`src/hdl/brr_pkg.sv`:
```
`timescale 1ns / 1ps
// ---------------------------------------------------------------------------
// brr_pkg: shared definitions of the bit reservoir reader
// Store geometry, read limits, command and error codes, sequencer states and
// the structs that pass between the blocks.
// ---------------------------------------------------------------------------
package brr_pkg;

  localparam int STORE_DEPTH   = 4096;
  localparam int MAX_READ_BITS = 32;
  localparam int BYTE_BITS     = 8;

  localparam int ADDR_W  = $clog2(STORE_DEPTH);
  localparam int CNT_W   = 12;
  localparam int WORD_W  = 32;
  localparam int LEFT_W  = 4;
  localparam int J_W     = $clog2(MAX_READ_BITS + 1);

  typedef enum logic [1:0] {
    CMD_PUT          = 2'd0,
    CMD_GET          = 2'd1,
    CMD_REWIND_BITS  = 2'd2,
    CMD_REWIND_BYTES = 2'd3
  } cmd_t;

  typedef enum logic [1:0] {
    ERR_NONE     = 2'd0,
    ERR_UNDERRUN = 2'd1,
    ERR_TOO_LONG = 2'd2
  } err_t;

  typedef enum logic [1:0] {
    S_IDLE,
    S_EXEC,
    S_DATA,
    S_DONE
  } state_t;

  typedef struct packed {
    logic              wr_en;
    logic [ADDR_W-1:0] addr;
    logic [7:0]        wdata;
  } mem_req_t;

  typedef struct packed {
    logic              valid;
    logic [WORD_W-1:0] value;
    logic [WORD_W-1:0] consumed;
    err_t              error;
  } result_t;

endpackage

```
`src/hdl/brr_if.sv`:
```


interface brr_out_if;
  logic                       valid;
  logic                       ready;
  logic [brr_pkg::WORD_W-1:0] read_value;
  logic [brr_pkg::WORD_W-1:0] bits_consumed;
  logic [1:0]                 error;

  modport source (output valid, output read_value, output bits_consumed, output error,
                  input ready);
  modport sink   (input valid, input read_value, input bits_consumed, input error,
                  output ready);
endinterface

```
`src/hdl/brr_outbuf.sv`:
```
`timescale 1ns / 1ps
// ---------------------------------------------------------------------------
// brr_outbuf: result holding register
// Keeps one finished result until the downstream side takes it.
// ---------------------------------------------------------------------------
module brr_outbuf (
  input  logic             clk,
  input  logic             rst_n,
  input  brr_pkg::result_t res,
  output logic             free,
  brr_out_if.source        out_ch
);

  logic                       valid_r;
  logic [brr_pkg::WORD_W-1:0] value_r;
  logic [brr_pkg::WORD_W-1:0] consumed_r;
  brr_pkg::err_t              error_r;

  assign free = !valid_r || out_ch.ready;

  always_ff @(posedge clk) begin
    if (!rst_n) begin
      valid_r <= 1'b0;
    end else if (res.valid) begin
      valid_r <= 1'b1;
    end else if (out_ch.ready) begin
      valid_r <= 1'b0;
    end
  end

  always_ff @(posedge clk) begin
    if (res.valid) begin
      value_r    <= res.value;
      consumed_r <= res.consumed;
      error_r    <= res.error;
    end
  end

  assign out_ch.valid         = valid_r;
  assign out_ch.read_value    = value_r;
  assign out_ch.bits_consumed = consumed_r;
  assign out_ch.error         = error_r;

endmodule

```
`src/flat_wrapper.sv`:
```
// flat-port wrapper written by rule: the top's interface ports become plain ports
module brr_outbuf_flat 
  (clk, rst_n, res, free, out_ch_valid, out_ch_read_value, out_ch_bits_consumed, out_ch_error, out_ch_ready);
  brr_out_if out_ch_i ();
  input  logic clk;
  input  logic rst_n;
  input  brr_pkg::result_t res;
  output logic free;
  output wire logic [$bits(out_ch_i.valid)-1:0] out_ch_valid;
  output wire logic [$bits(out_ch_i.read_value)-1:0] out_ch_read_value;
  output wire logic [$bits(out_ch_i.bits_consumed)-1:0] out_ch_bits_consumed;
  output wire logic [$bits(out_ch_i.error)-1:0] out_ch_error;
  input wire logic [$bits(out_ch_i.ready)-1:0] out_ch_ready;
  assign out_ch_valid = out_ch_i.valid;
  assign out_ch_read_value = out_ch_i.read_value;
  assign out_ch_bits_consumed = out_ch_i.bits_consumed;
  assign out_ch_error = out_ch_i.error;
  assign out_ch_i.ready = out_ch_ready;
  brr_outbuf u_core (.clk(clk), .rst_n(rst_n), .res(res), .free(free), .out_ch(out_ch_i));
endmodule
```
`config.mk`:
```
export PLATFORM = sky130hd
export DESIGN_NAME = brr_outbuf_flat
export DESIGN_NICKNAME = d
export VERILOG_FILES = /design/src/hdl/brr_pkg.sv /design/src/hdl/brr_if.sv /design/src/hdl/brr_outbuf.sv /design/src/flat_wrapper.sv
export SDC_FILE = /design/constraint.sdc
export NUM_CORES = 1
export LEC_CHECK = 0
export BUFFER_PORTS_ARGS = -buffer_cell sky130_fd_sc_hd__buf_4
export CORE_ASPECT_RATIO = 1.25
export CORE_MARGIN = 2
export CORE_UTILIZATION = 40
export DETAILED_ROUTE_END_ITERATION = 12
export PLACE_DENSITY_LB_ADDON = 0.1
export SETUP_SLACK_MARGIN = 0.5
export SYNTH_ARGS = -nofsm -noshare
export SYNTH_HDL_FRONTEND = slang
export SYNTH_SLANG_ARGS = --single-unit
```
`constraint.sdc`:
```
create_clock -name clk -period 0.8 [get_ports clk]
set_clock_uncertainty 0.05 [all_clocks]
set_input_delay 0.04 -clock clk [delete_from_list [all_inputs] [get_ports clk]]
set_output_delay 0.04 -clock clk [all_outputs]
set_load 0.1 [all_outputs]
```
==> results.md <==
- Vias per cell: between 4 and 5
- Gr ovfl total: 0
- Post-route worst setup slack: -229.4 ps
- Global router's overall resource usage: 0.1739
- Dpl hpwl: 3075 µm
- Syn Area/Cell: 29.01 µm²
- Max clock buf depth: 2
- Unrepaired setup endpoints after global routing: yes
- Max FO, Critical Path: 2
- Outcome: complete, but fails checks
- Highest metal used: met4
- Final setup fails: 69
- # DRC: 0
- Mapped Cells: 70
- Core ar.: 0.004971 mm²
- Via count: 1313
- DRT antenna net count: 0
- Met1 WL: 1626 µm
- Area Growth Syn to Fin: 95.44%
- Vias in the first global route: 1393
- Largest delay share family, worst path: flip-flops
- Drt total wl: 4704 µm
- Antenna diode instance count: 0
- Critical Path Source: u_core.out_ch.valid$_SDFFE_PN0P_
- Crit path DAT: 940 ps
- Reg clk slew, reported paths: 70 ps
- Synth cell types: 5
- Critical path depth in cells: 2
- Static leakage: 1.691 nW
- Slowest cell on crit path: dfxtp_4
- Share of post-route cells with drive strength above 1: 0.7083
- Slew HR: 0.8595
- Buf/Inv on CP: 1
- Die height: 83.66 µm
- Gpl congestion: between 0.6 and 0.7
- Achievable Freq: 971.4 MHz
- Failing checks: negative hold slack, negative setup slack
- Commonest non-fill, non-tap cell in the layout: buf_4
- Util after Layout: 0.7984
- Maxcap violations: 0
- Reg-to-Reg End: u_core.out_ch.valid$_SDFFE_PN0P_
- CTS sink count: 67
- CTS Root Cell: clkbuf_8
- Largest net degree at the start of global routing: 11
- R2r setup slk: -100 ps
- Worst setup path class: register to output pin
- R2R cell count: 4
- Ys Warns: 0
- Ranking of synthesized cells by area: edfxtp_1 (98%), dfxtp_1 (0.99%), nand2b_4 (0.68%), a21boi_2 (0.55%), inv_1 (0.18%)
- Commonest non-fill, non-tap cells in the layout: buf_4 (71), buf_6 (68), edfxtp_1 (66)
- Drt pass-1 iters: 4
- Nature of the critical path endpoint: output pin
- Total design power: ~10 mW
- Starting density of the core: 0.4085
- Die width: 67.73 µm
- WL/cell: 15.58 µm
- CTS buffer count: 9
- Tcrit/Tclk final: 1.287
- Post-synth top area share: 0.9760
- Reg2reg start: u_core.out_ch.valid$_SDFFE_PN0P_
- Fin. Hold Viols: between 60 and 70
- Top cell type by total area after synthesis: edfxtp_1
- CP Cell Sequence: nand2b_4 > buf_12
- Syn_nets: 140
- Tmin final: about 1000 ps
- HP Class: input port to register
- Slew @ Worst Pin: 211.3 ps
- CTS tree: done
- Initial DRC Count: 39
- Post-Syn Area: 0.002031 mm²
- # rows: 29
- Sequential cell area fraction in the yosys report: 0.9858
- Met2 WL: 2495 µm
- Worst endpoint required time: 710 ps
- H-tree levels: 3
- Hold Worst Slack: -167.4 ps
- First-pass GRT wire length: approximately 6700 µm
- Worst skew pair latency: 320 ps
- Die ar.: 0.005666 mm²
- WL met3: approximately 500 µm
- Seq cells post-synth: 67
- Initial antenna violation count: 0
- Critical Path Sink: free
- Crit path launch type: register
- Max VDD drop: 2.218 mV
- Final number of max-transition violations: 0
- Critical Path Max Stage Delay: 360 ps
- Nets: 306
- I/O pin count: 138
- IO Port Bufs: approximately 140
- Cell Pwr Density: 2514 mW/mm²
worst min path at each step:
stage,slack [ps],cells after the start,start,to
global placement,170,1,res[35],u_core.out_ch.read_value[1]$_DFFE_PP_
global route,-190,1,res[46],u_core.out_ch.read_value[12]$_DFFE_PP_
detailed placement,170,1,res[57],u_core.out_ch.read_value[23]$_DFFE_PP_
finish,-170,1,res[25],u_core.out_ch.bits_consumed[23]$_DFFE_PP_
floorplan,90,0,res[2],u_core.out_ch.bits_consumed[0]$_DFFE_PP_
CTS,-170,1,res[50],u_core.out_ch.read_value[16]$_DFFE_PP_
final cells by class:
class	count	area (µm²)
multi-input combinational	2	25.02
timing repair buffer	155	1682
clock inverter	3	40.04
clock buffer	12	135.1
inverter	1	3.754
fill	279	1002
sequential	67	2006
tap	62	77.57
timing repair:
action / in CTS / in global routing
hold endpoints to repair: 69 / 85
endpoints found under the setup margin: 133 / 109
cloned: 7 / 0
buffers inserted: 7 / 1
gates resized for setup: 86 / 2
sequential cells by signal (all words and copies together) (netlist names):
signal / flops
u_core.out_ch.bits_consumed: 32
u_core.out_ch.error: 2
u_core.out_ch.read_value: 32
u_core.out_ch.valid: 1
synthesized netlist by cell type, drive strengths merged:
| master | instances |
|---|---|
| inv | 1 |
| edfxtp | 66 |
| a21boi | 1 |
| nand2b | 1 |
| dfxtp | 1 |
power breakdown:
part,switching (mW),internal (mW),leakage [nW]
Clock,1.11,1.42,0.0902
Sequential,0.126,4.17,0.655
Combinational,2.24,0.911,0.946
Total,3.48,6.50,1.69
cell families after synthesis:
group,after synthesis,share of synthesized area
simple gates,1,0.006776
buf+inv,1,0.001847
flops,67,0.9858
compound gates,1,0.005545
per-stage QoR:
step                      instance area (µm²)  hold WS, ps  setup WS [ps]  TNS, ps  cells
after global routing                     3969       -192.1         -266.0   -16400    302
after CTS                                3953       -173.7         -225.6   -14020    301
after global placement                   3188        168.3          37.11        0    272
after floorplan                          2034        88.87         -272.5   -13150     70
after detailed placement                 3188        169.2          33.09        0    272
final                                    3969       -167.4         -229.4   -13370    302
routing by layer:
metal	track usage	vias up
li1	-	616
met1	0.1859	611
met2	0.2834	79
met3	0.09447	7
met4	0.06308	0
met5	0	-
Note: power is estimated with default switching activity, not from simulation.
