$ cat src/hdl/brr_pkg.sv
`timescale 1ns / 1ps
// ---------------------------------------------------------------------------
// brr_pkg: shared definitions of the bit reservoir reader
// Store geometry, read limits, command and error codes, sequencer states and
// the structs that pass between the blocks.
// ---------------------------------------------------------------------------
package brr_pkg;

  localparam int STORE_DEPTH   = 4096;
  localparam int MAX_READ_BITS = 32;
  localparam int BYTE_BITS     = 8;

  localparam int ADDR_W  = $clog2(STORE_DEPTH);
  localparam int CNT_W   = 12;
  localparam int WORD_W  = 32;
  localparam int LEFT_W  = 4;
  localparam int J_W     = $clog2(MAX_READ_BITS + 1);

  typedef enum logic [1:0] {
    CMD_PUT          = 2'd0,
    CMD_GET          = 2'd1,
    CMD_REWIND_BITS  = 2'd2,
    CMD_REWIND_BYTES = 2'd3
  } cmd_t;

  typedef enum logic [1:0] {
    ERR_NONE     = 2'd0,
    ERR_UNDERRUN = 2'd1,
    ERR_TOO_LONG = 2'd2
  } err_t;

  typedef enum logic [1:0] {
    S_IDLE,
    S_EXEC,
    S_DATA,
    S_DONE
  } state_t;

  typedef struct packed {
    logic              wr_en;
    logic [ADDR_W-1:0] addr;
    logic [7:0]        wdata;
  } mem_req_t;

  typedef struct packed {
    logic              valid;
    logic [WORD_W-1:0] value;
    logic [WORD_W-1:0] consumed;
    err_t              error;
  } result_t;

endpackage

$ cat src/hdl/brr_if.sv
`timescale 1ns / 1ps
// ---------------------------------------------------------------------------
// brr_if: item channels of the bit reservoir reader
// Command channel into the block and result channel out of it, each with a
// valid/ready handshake.
// ---------------------------------------------------------------------------
interface brr_in_if;
  logic                      valid;
  logic                      ready;
  logic [1:0]                cmd;
  logic [7:0]                data_byte;
  logic [brr_pkg::CNT_W-1:0] count;

  modport source (output valid, output cmd, output data_byte, output count, input ready);
  modport sink   (input valid, input cmd, input data_byte, input count, output ready);
endinterface


$ cat src/hdl/brr_seq.sv
`timescale 1ns / 1ps
// ---------------------------------------------------------------------------
// brr_seq: command sequencer and bit extraction datapath
// Holds the read and write positions, walks a read over the stored bytes one
// memory read at a time and builds the result.
// ---------------------------------------------------------------------------
module brr_seq (
  input  logic               clk,
  input  logic               rst_n,
  brr_in_if.sink             in_ch,
  output brr_pkg::mem_req_t  mem_req,
  input  logic [7:0]         rd_data,
  input  logic               out_free,
  output brr_pkg::result_t   res
);

  localparam int AW = brr_pkg::ADDR_W;
  localparam int WW = brr_pkg::WORD_W;
  localparam int LW = brr_pkg::LEFT_W;
  localparam int JW = brr_pkg::J_W;
  localparam int CW = brr_pkg::CNT_W;

  brr_pkg::state_t state_r, state_nxt;
  brr_pkg::cmd_t   cmd_r, cmd_nxt;
  logic [7:0]      data_r, data_nxt;
  logic [CW-1:0]   count_r, count_nxt;

  logic [WW-1:0] wc_r, wc_nxt;
  logic [WW-1:0] rbi_r, rbi_nxt;
  logic [LW-1:0] bl_r, bl_nxt;
  logic [WW-1:0] total_r, total_nxt;

  logic [WW-1:0] widx_r, widx_nxt;
  logic [LW-1:0] wleft_r, wleft_nxt;
  logic [JW-1:0] wj_r, wj_nxt;
  logic [WW-1:0] acc_r, acc_nxt;

  logic [WW-1:0]   res_value_r, res_value_nxt;
  brr_pkg::err_t   res_err_r, res_err_nxt;

  logic [CW:0]   rw_bits;
  logic [WW-1:0] first_idx;
  logic [LW-1:0] first_left;
  logic [LW-1:0] take;
  logic [7:0]    byte_mask;
  logic [7:0]    piece;
  logic [WW-1:0] acc_new;
  logic [LW-1:0] left_new;
  logic [JW-1:0] j_new;
  logic [WW-1:0] next_idx;

  always_ff @(posedge clk) begin
    if (!rst_n) begin
      state_r <= brr_pkg::S_IDLE;
      wc_r    <= '0;
      rbi_r   <= '0;
      bl_r    <= LW'(brr_pkg::BYTE_BITS);
      total_r <= '0;
    end else begin
      state_r <= state_nxt;
      wc_r    <= wc_nxt;
      rbi_r   <= rbi_nxt;
      bl_r    <= bl_nxt;
      total_r <= total_nxt;
    end
  end

  always_ff @(posedge clk) begin
    cmd_r       <= cmd_nxt;
    data_r      <= data_nxt;
    count_r     <= count_nxt;
    widx_r      <= widx_nxt;
    wleft_r     <= wleft_nxt;
    wj_r        <= wj_nxt;
    acc_r       <= acc_nxt;
    res_value_r <= res_value_nxt;
    res_err_r   <= res_err_nxt;
  end

  // Datapath pieces used by the sequencer below.
  always_comb begin
    rw_bits    = {{(CW + 1 - LW){1'b0}}, bl_r} + {1'b0, count_r};
    first_idx  = (bl_r == '0) ? rbi_r + WW'(1) : rbi_r;
    first_left = (bl_r == '0) ? LW'(brr_pkg::BYTE_BITS) : bl_r;
    take       = (wj_r < JW'(wleft_r)) ? wj_r[LW-1:0] : wleft_r;
    byte_mask  = 8'hFF >> (LW'(brr_pkg::BYTE_BITS) - wleft_r);
    piece      = (rd_data & byte_mask) >> (wleft_r - take);
    acc_new    = (acc_r << take) | WW'(piece);
    left_new   = wleft_r - take;
    j_new      = wj_r - JW'(take);
    next_idx   = widx_r + WW'(1);
  end

  always_comb begin
    state_nxt     = state_r;
    cmd_nxt       = cmd_r;
    data_nxt      = data_r;
    count_nxt     = count_r;
    wc_nxt        = wc_r;
    rbi_nxt       = rbi_r;
    bl_nxt        = bl_r;
    total_nxt     = total_r;
    widx_nxt      = widx_r;
    wleft_nxt     = wleft_r;
    wj_nxt        = wj_r;
    acc_nxt       = acc_r;
    res_value_nxt = res_value_r;
    res_err_nxt   = res_err_r;
    in_ch.ready   = 1'b0;
    mem_req.wr_en = 1'b0;
    mem_req.addr  = widx_r[AW-1:0];
    mem_req.wdata = data_r;
    res.valid     = 1'b0;
    res.value     = res_value_r;
    res.consumed  = total_r;
    res.error     = res_err_r;

    unique case (state_r)
      brr_pkg::S_IDLE: begin
        in_ch.ready = 1'b1;
        if (in_ch.valid) begin
          cmd_nxt   = brr_pkg::cmd_t'(in_ch.cmd);
          data_nxt  = in_ch.data_byte;
          count_nxt = in_ch.count;
          state_nxt = brr_pkg::S_EXEC;
        end
      end

      brr_pkg::S_EXEC: begin
        res_value_nxt = '0;
        res_err_nxt   = brr_pkg::ERR_NONE;
        state_nxt     = brr_pkg::S_DONE;
        unique case (cmd_r)
          brr_pkg::CMD_PUT: begin
            mem_req.wr_en = 1'b1;
            mem_req.addr  = wc_r[AW-1:0];
            wc_nxt        = wc_r + WW'(1);
          end
          brr_pkg::CMD_REWIND_BITS: begin
            // Eight bits left in a byte folds to zero left in the byte before.
            total_nxt = total_r - WW'(count_r);
            rbi_nxt   = rbi_r - WW'(rw_bits[CW:3]);
            bl_nxt    = LW'(rw_bits[2:0]);
          end
          brr_pkg::CMD_REWIND_BYTES: begin
            total_nxt = total_r - WW'({count_r, 3'b000});
            rbi_nxt   = rbi_r - WW'(count_r);
          end
          brr_pkg::CMD_GET: begin
            if (count_r > CW'(brr_pkg::MAX_READ_BITS)) begin
              res_err_nxt = brr_pkg::ERR_TOO_LONG;
            end else if (count_r != '0) begin
              if (first_idx >= wc_r) begin
                res_err_nxt = brr_pkg::ERR_UNDERRUN;
              end else begin
                mem_req.addr = first_idx[AW-1:0];
                widx_nxt     = first_idx;
                wleft_nxt    = first_left;
                wj_nxt       = JW'(count_r);
                acc_nxt      = '0;
                state_nxt    = brr_pkg::S_DATA;
              end
            end
          end
          default: begin
          end
        endcase
      end

      brr_pkg::S_DATA: begin
        if (j_new == '0) begin
          rbi_nxt       = widx_r;
          bl_nxt        = left_new;
          total_nxt     = total_r + WW'(count_r);
          res_value_nxt = acc_new;
          res_err_nxt   = brr_pkg::ERR_NONE;
          state_nxt     = brr_pkg::S_DONE;
        end else if (next_idx >= wc_r) begin
          // The read is abandoned and the positions stay as they were.
          res_value_nxt = '0;
          res_err_nxt   = brr_pkg::ERR_UNDERRUN;
          state_nxt     = brr_pkg::S_DONE;
        end else begin
          mem_req.addr = next_idx[AW-1:0];
          widx_nxt     = next_idx;
          wleft_nxt    = LW'(brr_pkg::BYTE_BITS);
          wj_nxt       = j_new;
          acc_nxt      = acc_new;
        end
      end

      brr_pkg::S_DONE: begin
        res.valid = out_free;
        if (out_free) begin
          state_nxt = brr_pkg::S_IDLE;
        end
      end

      default: begin
        state_nxt = brr_pkg::S_IDLE;
      end
    endcase
  end

endmodule

$ cat src/flat_wrapper.sv
// flat-port wrapper written by rule: the top's interface ports become plain ports
module brr_seq_flat 
  (clk, rst_n, mem_req, rd_data, out_free, res, in_ch_valid, in_ch_cmd, in_ch_data_byte, in_ch_count, in_ch_ready);
  brr_in_if in_ch_i ();
  input  logic clk;
  input  logic rst_n;
  output brr_pkg::mem_req_t mem_req;
  input  logic [7:0] rd_data;
  input  logic out_free;
  output brr_pkg::result_t res;
  input wire logic [$bits(in_ch_i.valid)-1:0] in_ch_valid;
  input wire logic [$bits(in_ch_i.cmd)-1:0] in_ch_cmd;
  input wire logic [$bits(in_ch_i.data_byte)-1:0] in_ch_data_byte;
  input wire logic [$bits(in_ch_i.count)-1:0] in_ch_count;
  output wire logic [$bits(in_ch_i.ready)-1:0] in_ch_ready;
  assign in_ch_i.valid = in_ch_valid;
  assign in_ch_i.cmd = in_ch_cmd;
  assign in_ch_i.data_byte = in_ch_data_byte;
  assign in_ch_i.count = in_ch_count;
  assign in_ch_ready = in_ch_i.ready;
  brr_seq u_core (.clk(clk), .rst_n(rst_n), .in_ch(in_ch_i), .mem_req(mem_req), .rd_data(rd_data), .out_free(out_free), .res(res));
endmodule
$ cat config.mk
export PLATFORM = sky130hd
export DESIGN_NAME = brr_seq_flat
export DESIGN_NICKNAME = d
export VERILOG_FILES = /design/src/hdl/brr_pkg.sv /design/src/hdl/brr_if.sv /design/src/hdl/brr_seq.sv /design/src/flat_wrapper.sv
export SDC_FILE = /design/constraint.sdc
export NUM_CORES = 1
export LEC_CHECK = 0
export BUFFER_PORTS_ARGS = -buffer_cell sky130_fd_sc_hd__buf_2
export CORE_MARGIN = 4
export CORE_UTILIZATION = 49
export CTS_CLUSTER_DIAMETER = 60
export DETAILED_ROUTE_END_ITERATION = 12
export PLACE_DENSITY = 0.67
export SLEW_MARGIN = 20
export SYNTH_ARGS = -nofsm -noshare
export SYNTH_HDL_FRONTEND = slang
export SYNTH_SLANG_ARGS = --single-unit
$ cat constraint.sdc
create_clock -name clk -period 9.9 [get_ports clk]
set_input_delay 0.99 -clock clk [delete_from_list [all_inputs] [get_ports clk]]
set_output_delay 0.99 -clock clk [all_outputs]
set_load 0.02 [all_outputs]
==> run summary, run 1 <==
Once the clock tree was built, the setup fixing pass inserted 0 buffers. In this run the mean area of a mapped cell was 8.447 sq um. Across all layers, the routed design uses 17690 vias. The main flop type after synthesis is sky130_fd_sc_hd__edfxtp_1. After synthesis, the largest family of logic cells by area is compound AO/OA/AOI/OAI gates.

The core area came out at 0.03776 sq mm. In the post-synthesis netlist, the biggest area contributors are sky130_fd_sc_hd__edfxtp_1 21%, sky130_fd_sc_hd__dfxtp_1 11%, sky130_fd_sc_hd__ha_1 9.1%. The highest clock rate came out at 0.1227 GHz. The first-pass iteration count of the detailed router is 6. The initial core utilization is 49.76%. In the final layout, the multi-input gates occupy 0.01201 sq mm. The sequential share of the synthesized area came out at 31.65%.

The finished cells cover 0.02087 sq mm. The nature of the critical path endpoint is a primary output. Synthesis produced a netlist with a net count of 2401.

The detailed router's first-iteration violation count is 1766. Global routing used 26.79% of the available tracks across all layers. Counting flops with a built-in enable in the synthesized netlist gives 130. The hold buffer count at CTS came out at 0. The required time of the worst setup path is 8.91 ns.

The highest fanout seen on the critical path came out at 36. The final-layout fill cell count came out at 3452. Input and output buffers added on the ports amount to 122. In this run the horizontal extent of the chip is 203.8 um. The worst setup path is launched from a flip-flop. The final critical delay including setup and external delays is 8.153 ns. The slew at the pin closest to its max-slew limit came out at 1.189 ns. The CTS tree is yes.

After Yosys synthesis, and, or, nand and nor cells account for 19.28% of the synthesized area. At the later pin of the worst-skew pair, clock insertion delay measures 0.55 ns. For this run, the number of Yosys warnings is 0. The finished layout holds 2805 standard cells, fillers aside.

The TritonCTS buffer count is 34. The number of global-route vias before repair came out at 16700. The adder-cell area share of the yosys netlist is 9.804%.

Setup repair after global routing left no endpoint under its margin. The area share of xor/xnor cells in the synthesized design came out at 7.133%. The largest net degree at the start of global routing is 68. The distinct cell type count of the synthesized netlist came out at 85. For this run, the post-layout net count is 2447. The flop and latch count out of synthesis is 232. The min-delay analysis places its worst path in the category flip-flop to flip-flop. The library cell used most frequently in the layout, excluding fill and tap cells, is sky130_fd_sc_hd__nor2_1. The total of max-cap violations is 0.

The die span in y is 203.8 um. The cell count after synthesis came out at 2224. In the final routed layout, each cell accounts on average for 20.59 um.

The worst setup path is of the flip-flop to primary output kind. The run finished with clean final reports. The part of the cycle the worst path needs is 82.35%. The arrival time at the worst endpoint is 7.16 ns.

The number of nets with antenna violations after routing came out at 0. The total negative slack is 0 ns. The library cell with the largest summed area after synthesis is sky130_fd_sc_hd__edfxtp_1.

The total wire length came out at 57770 um. The final standard cell utilization of the core is 55.28%. The site row count came out at 71. The buffer depth of the longest clock path came out at 3. The share of cells above drive strength 1 is 10.20%. The remaining design rule violation count came out at 0. The share of synthesized flip-flops with an asynchronous set or reset is 0%.

The post-synthesis instance area is 0.01879 sq mm. Relative to the synthesized area, the layout overhead comes to 11.10%. The count of inserted antenna diode cells is 0. The worst-case register-to-register setup slack is 2.79 ns. The wire-length estimate of the detail-placed layout is 40760 um. The number of setup violations in the final report came out at 0. After global routing the overflow that remains totals 0. Clock-pin slew was measured on the worst setup and hold paths at 0.05 ns. The area of the die came out at 0.04153 sq mm.

The final estimated routing congestion in global placement came out at 0.9582. The hold violation count in the final report is 0. The initial antenna violation count came out at 0. After detailed placement, the design holds a cell count of 2744. The share of the synthesized area in compound gates (AO/OA/AOI/OAI) is 21.78%.

The top cell types in the final layout, fill and taps aside, are 256 x sky130_fd_sc_hd__nor2_1, 157 x sky130_fd_sc_hd__nand2_1, 146 x sky130_fd_sc_hd__a21oi_1. The area occupied by registers is 0.005946 sq mm. The clock sink count is 232. The global-route wire length before repair came out at 91130 um. The headroom to the max-slew limit is 18.67%. The worst-case clock skew came out at 0.02096 ns. The ratio of routed vias to standard cells came out at 6.306. The share of the synthesized area in the top cell type came out at 20.78%. The count of pins over their slew limit was 0.

CTS placed an instance of sky130_fd_sc_hd__clkbuf_16 at the clock tree root. The total of cells resized after clock tree synthesis came out at 0. The multiplexer share of the synthesized area came out at 5.522%.

The number of top-level pins is 123. The total number of H-tree levels is 2. The cell area after placement came out at 0.01972 sq mm.
==> layer usage <==
metal	part of all wire [%]	track usage, %	vias to the layer above
li1	-	-	8364
met1	44	38.03	8447
met2	45	42.02	753
met3	7.6	3.832	125
met4	3.1	9.227	0
met5	0	0	-
==> cells by family after synthesis <==
family	Yosys count
buf+inv	233
flops	232
fa+ha+maj	143
xor+xnor	153
compound gates	611
simple gates	750
mux	102
==> synth_stat cells (51+ instances only) <==
| master | instances |
|---|---|
| sky130_fd_sc_hd__xnor2_1 | 111 |
| sky130_fd_sc_hd__dfxtp_1 | 102 |
| sky130_fd_sc_hd__nand3_1 | 65 |
| sky130_fd_sc_hd__nor3_1 | 51 |
| sky130_fd_sc_hd__mux2i_1 | 89 |
| sky130_fd_sc_hd__nand2_1 | 157 |
| sky130_fd_sc_hd__o22ai_1 | 90 |
| sky130_fd_sc_hd__inv_1 | 98 |
| sky130_fd_sc_hd__ha_1 | 136 |
| sky130_fd_sc_hd__edfxtp_1 | 130 |
| sky130_fd_sc_hd__a21oi_1 | 146 |
| sky130_fd_sc_hd__o21ai_0 | 96 |
| sky130_fd_sc_hd__nor2_1 | 258 |
| sky130_fd_sc_hd__clkbuf_1 | 106 |
==> critical path, cell delays in order, from the launching register on <==
cell                       delay [ns]
sky130_fd_sc_hd__edfxtp_1        0.32
sky130_fd_sc_hd__buf_4           0.49
sky130_fd_sc_hd__inv_1           0.30
sky130_fd_sc_hd__ha_1            0.34
sky130_fd_sc_hd__a21o_1          0.15
sky130_fd_sc_hd__a21o_1          0.27
sky130_fd_sc_hd__a21oi_2         0.31
sky130_fd_sc_hd__mux2_2          0.53
sky130_fd_sc_hd__clkinv_1        0.58
sky130_fd_sc_hd__ha_1            0.52
sky130_fd_sc_hd__nor2_1          0.11
sky130_fd_sc_hd__a21oi_1         0.07
sky130_fd_sc_hd__a211oi_1        0.30
sky130_fd_sc_hd__xnor2_1         0.22
sky130_fd_sc_hd__nand3_1         0.35
sky130_fd_sc_hd__nand2_1         0.20
sky130_fd_sc_hd__nor2_1          0.35
sky130_fd_sc_hd__nand2_1         0.36
sky130_fd_sc_hd__o311ai_0        0.55
sky130_fd_sc_hd__buf_2           0.26
==> area by class of cell <==
cell class | instances | area share, %
tap | 511 | 3.064
sequential | 232 | 28.49
clock inverter | 15 | 0.7914
timing repair buffer | 140 | 3.669
clock buffer | 45 | 4.580
inverter | 103 | 1.853
multi-input combinational | 1759 | 57.55
==> sequential cells by signal (all words and copies together) (netlist names) <==
register            cells
u_core.acc_r           32
u_core.rbi_r           32
u_core.res_value_r     32
u_core.total_r         32
u_core.wc_r            32
u_core.widx_r          32
u_core.count_r         12
u_core.data_r           8
u_core.wj_r             6
u_core.bl_r             4
u_core.wleft_r          4
u_core.cmd_r            2
u_core.res_err_r        2
u_core.state_r          2
==> worst paths after layout <==
check | end | startpoint | depth (start not counted)
hold reg to reg | u_core.wc_r[30] | u_core.wc_r[30] | 2
hold / removal | u_core.wc_r[30] | u_core.wc_r[30] | 2
setup / recovery | mem_req[10] | u_core.wleft_r[1] | 19
setup reg to reg | u_core.res_value_r[19] | u_core.wleft_r[1] | 17
==> metrics by stage <==
| step | setup WS, ns | hold WS, ns |
|---|---|---|
| 2_1_floorplan | 1.923 | 0.4577 |
| 3_3_place_gp | 2.647 | 0.4685 |
| 3_5_place_dp | 2.531 | 0.4780 |
| 4_1_cts | 1.919 | 0.4908 |
| 5_1_grt | 1.368 | 0.5200 |
| 6_report | 1.747 | 0.4879 |
Power of run 1 is left out: the tool's default activity adds up to more than one toggle a clock period on the data nets, which glitch-free logic cannot reach.
==> inputs of run 2 (changes only) <==
--- a/config.mk
+++ b/config.mk
@@ -5,6 +5,7 @@
 export SDC_FILE = /design/constraint.sdc
 export NUM_CORES = 1
 export LEC_CHECK = 0
+export ABC_AREA = 1
 export BUFFER_PORTS_ARGS = -buffer_cell sky130_fd_sc_hd__buf_2
 export CORE_MARGIN = 4
 export CORE_UTILIZATION = 49
==> constraint.sdc (replaced) <==
create_clock -name clk -period 7.6 [get_ports clk]
set_input_delay 0.76 -clock clk [delete_from_list [all_inputs] [get_ports clk]]
set_output_delay 0.76 -clock clk [all_outputs]
set_load 0.02 [all_outputs]
==> run 2 against run 1 <==
Net effect:
- synthesized area up 5.2%
- global-route usage rose by 0.39 points
- worst hold slack lost 0.10 ns
- clock-buffer cell count is 1 higher
- non-clock buffer count shrank 7
- die area is 5.0% higher
- first-iteration DRC count grew 12%
- critical path depth up 3
- register-to-register slack got worse by 1.4 ns
- core utilization shrank 0.62 points
- cell area rose by 4.3%
==> run summary, run 2 <==
Entering global routing, the biggest net connects 87 pins. Setup repair after global routing left no endpoint under its margin. The number of nets handed over by synthesis was 3137. The final estimated routing congestion in global placement is 0.9523. The final critical delay including setup and external delays is 6.514 ns.

In the synthesized netlist, the cells that appear most often are 769 x sky130_fd_sc_hd__nand2_1, 355 x sky130_fd_sc_hd__inv_1, 308 x sky130_fd_sc_hd__nor2_1. The global-route wire length before repair came out at 98640 um. The path class of the tightest hold or removal check is primary input to flip-flop. The number of synthesis warnings is 0. The final worst-path setup slack came out at 1.086 ns. The count of pins over their slew limit came out at 0.

For the pin with the worst max-slew slack, the measured transition is 1.083 ns. The largest total area in the synthesized netlist belongs to sky130_fd_sc_hd__edfxtp_1. The cell count after synthesis came out at 2960. The required time of the worst setup path is 6.84 ns.

The tree is rooted in a sky130_fd_sc_hd__clkbuf_16. The startpoint identified for the worst hold timing path is in_ch_cmd[1]. The launch instance of the worst register-to-register path is u_core.wleft_r[1].

The flow ran to the end, and the final reports show no timing, DRC or antenna violations. The total of cells resized after clock tree synthesis came out at 0. The final standard cell utilization of the core came out at 54.65%.

The worst-case register-to-register setup slack came out at 1.44 ns. The detailed router's first-iteration violation count came out at 1984. The total wire length is 61540 um. Data arrives at the worst endpoint at 5.75 ns. The most common cell in the synthesized netlist is sky130_fd_sc_hd__nand2_1. met2 is the most crowded layer. The remaining design rule violation count is 0. The first-pass iteration count of the detailed router is 5.

Across the routed clock network, the largest skew measured is 0.02189 ns. STA classifies the critical path startpoint as a flip-flop. The total number of H-tree levels is 2. The cell depth of the worst flop-to-flop path came out at 19. After synthesis, the cell types taking the most area are sky130_fd_sc_hd__edfxtp_1 20%, sky130_fd_sc_hd__nand2_1 15%, sky130_fd_sc_hd__dfxtp_1 10%. The clock sink count came out at 232. The routing usage on met2 came out at 43.37%. Yosys mapped a number of flops with a built-in enable equal to 130. Counting distinct cell types in the post-synthesis netlist gives 65. The headroom to the max-slew limit is 27.58%. The count of inserted antenna diode cells came out at 0. The count of port buffers added during placement is 122. The ratio of routed vias to standard cells came out at 5.667. The TritonCTS buffer count came out at 34.

The initial antenna violation count came to 0. TritonCTS built the clock tree. The total negative slack came out at 0 ns. The number of vias after detailed routing is 20220. The number of global-route vias before repair was 18920. The total overflow left after global routing is 0.

The hold violation count in the final report came out at 0. The buffer count from post-CTS setup fixing came out at 0. OpenSTA, run right after detailed placement, puts the worst setup slack at 1.473 ns.

The library cells used most frequently in the layout, excluding fill and tap cells, are 769 x sky130_fd_sc_hd__nand2_1, 352 x sky130_fd_sc_hd__inv_1, 307 x sky130_fd_sc_hd__nor2_1. The sequential share of the synthesized area came out at 30.08%. The worst register-to-register path ends at u_core.wj_r[4]. Buffers inserted to repair hold after CTS numbered 0. The highest fanout seen on the critical path came out at 34. The endpoint of the worst hold-timing path is u_core.cmd_r[1]. The final routed wire length divided by cell count is 17.25 um. In this run the count of I/O pins placed on the die edge is 123. The average instance area after synthesis came out at 6.679 sq um. STA classifies the critical path endpoint as a primary output. For this run, the leading register cell type out of synthesis is sky130_fd_sc_hd__edfxtp_1. The site row count is 73. The final net count came out at 3194. At the later pin of the worst-skew pair, clock insertion delay measures 0.55 ns. The floorplan step defined a die boundary enclosing 0.04362 sq mm.

The placed wire-length estimate after detailed placement came out at 45990 um. The global routing usage on met1 came out at 38.46%. The number of nets with antenna violations after routing is 0. The share of the synthesized area in the top cell type is 19.75%. The core area is 0.03982 sq mm. Clock-pin slew was measured on the worst setup and hold paths at 0.06 ns. The global routing met3 resource utilization is 4.969%.

The total track usage is 27.18%. The die span in y came out at 208.9 um. The share of synthesized flip-flops with an asynchronous set or reset is 0%.

The area growth from synthesis to layout is 10.09%. The highest clock rate is 0.1535 GHz. The total of max-cap violations came out at 0. The share of cells above drive strength 1 is 8.284%. For this configuration, the core starts out at a cell density of 49.64%. The flop and latch count out of synthesis is 232. Along the worst hold path, the cell count comes to 1. The setup path with the least slack is of type flip-flop to primary output. The leading cell type in the layout, fill and taps excluded is sky130_fd_sc_hd__nand2_1. The number of setup violations in the final report is 0. The floorplan die width is 208.9 um. The part of the cycle the worst path needs is 85.70%. The buffer depth of the longest clock path came out at 3. After synthesis the cells add up to 0.01977 sq mm.
[run 2: cells by family after synthesis]
group,Yosys count,synth area share (%)
and+or+nand+nor,1528,33.59
AOI/OAI and AO/OA,489,13.46
buffers and inverters,477,9.532
DFF,232,30.08
adders and majority gates,143,9.316
xor gates and xnor gates,91,4.032
[run 2: worst max-delay path: stages (launching register included)]
cell,delay [ns]
sky130_fd_sc_hd__edfxtp_1,0.42
sky130_fd_sc_hd__inv_1,0.23
sky130_fd_sc_hd__ha_1,0.28
sky130_fd_sc_hd__a21boi_1,0.14
sky130_fd_sc_hd__o21ai_2,0.21
sky130_fd_sc_hd__nand2_4,0.12
sky130_fd_sc_hd__inv_2,0.09
sky130_fd_sc_hd__nand2_1,0.06
sky130_fd_sc_hd__nand2_2,0.54
sky130_fd_sc_hd__inv_2,0.47
sky130_fd_sc_hd__fa_1,0.57
sky130_fd_sc_hd__xor2_1,0.23
sky130_fd_sc_hd__nor2_1,0.06
sky130_fd_sc_hd__nand3_1,0.08
sky130_fd_sc_hd__nor2_1,0.07
sky130_fd_sc_hd__nand2_1,0.42
sky130_fd_sc_hd__nand4_4,0.33
sky130_fd_sc_hd__nor2_4,0.28
sky130_fd_sc_hd__inv_1,0.10
sky130_fd_sc_hd__o21ai_0,0.18
sky130_fd_sc_hd__nand2_1,0.07
sky130_fd_sc_hd__nand2_1,0.08
sky130_fd_sc_hd__buf_2,0.16
[run 2: layer usage]
layer / vias up / routed length, um
li1: 9926 / -
met1: 9324 / 27520
met2: 848 / 27270
met3: 117 / 5397
met4: 0 / 1350
met5: - / 0
[run 2: worst max-delay path by stage]
| stage | start | endpoint | slack (ns) | cells after the start |
|---|---|---|---|---|
| floorplan | u_core.wleft_r[1] | u_core.acc_r[0] | 2.17 | 21 |
| global placement | u_core.wleft_r[1] | u_core.acc_r[2] | 1.69 | 19 |
| detailed placement | u_core.wleft_r[1] | u_core.acc_r[2] | 1.47 | 19 |
| CTS | u_core.wleft_r[1] | mem_req[16] | 1.08 | 22 |
| global route | u_core.wleft_r[1] | mem_req[19] | 0.64 | 22 |
| finish | u_core.wleft_r[1] | mem_req[11] | 1.09 | 22 |
[run 2: cell type report]
class	instances	area, sq um
flip-flops and latches	232	5946
repair buffers	133	705.7
inverters	365	1373
clock inverters	15	171.4
clock buffers	46	948.4
fillers	3908	18060
well taps	525	656.9
multi-input cells	2251	11960
[run 2: through the flow]
stage               instances  hold slack (ns)  cell area [sq um]
finish                   3567           0.3879              21760
global route             3567           0.3605              21760
CTS                      3567           0.3593              21760
detailed placement       3506           0.4834              20640
global placement         3506           0.4692              20640
floorplan                2960           0.4575              19770
Power of run 2 is left out for the same reason.
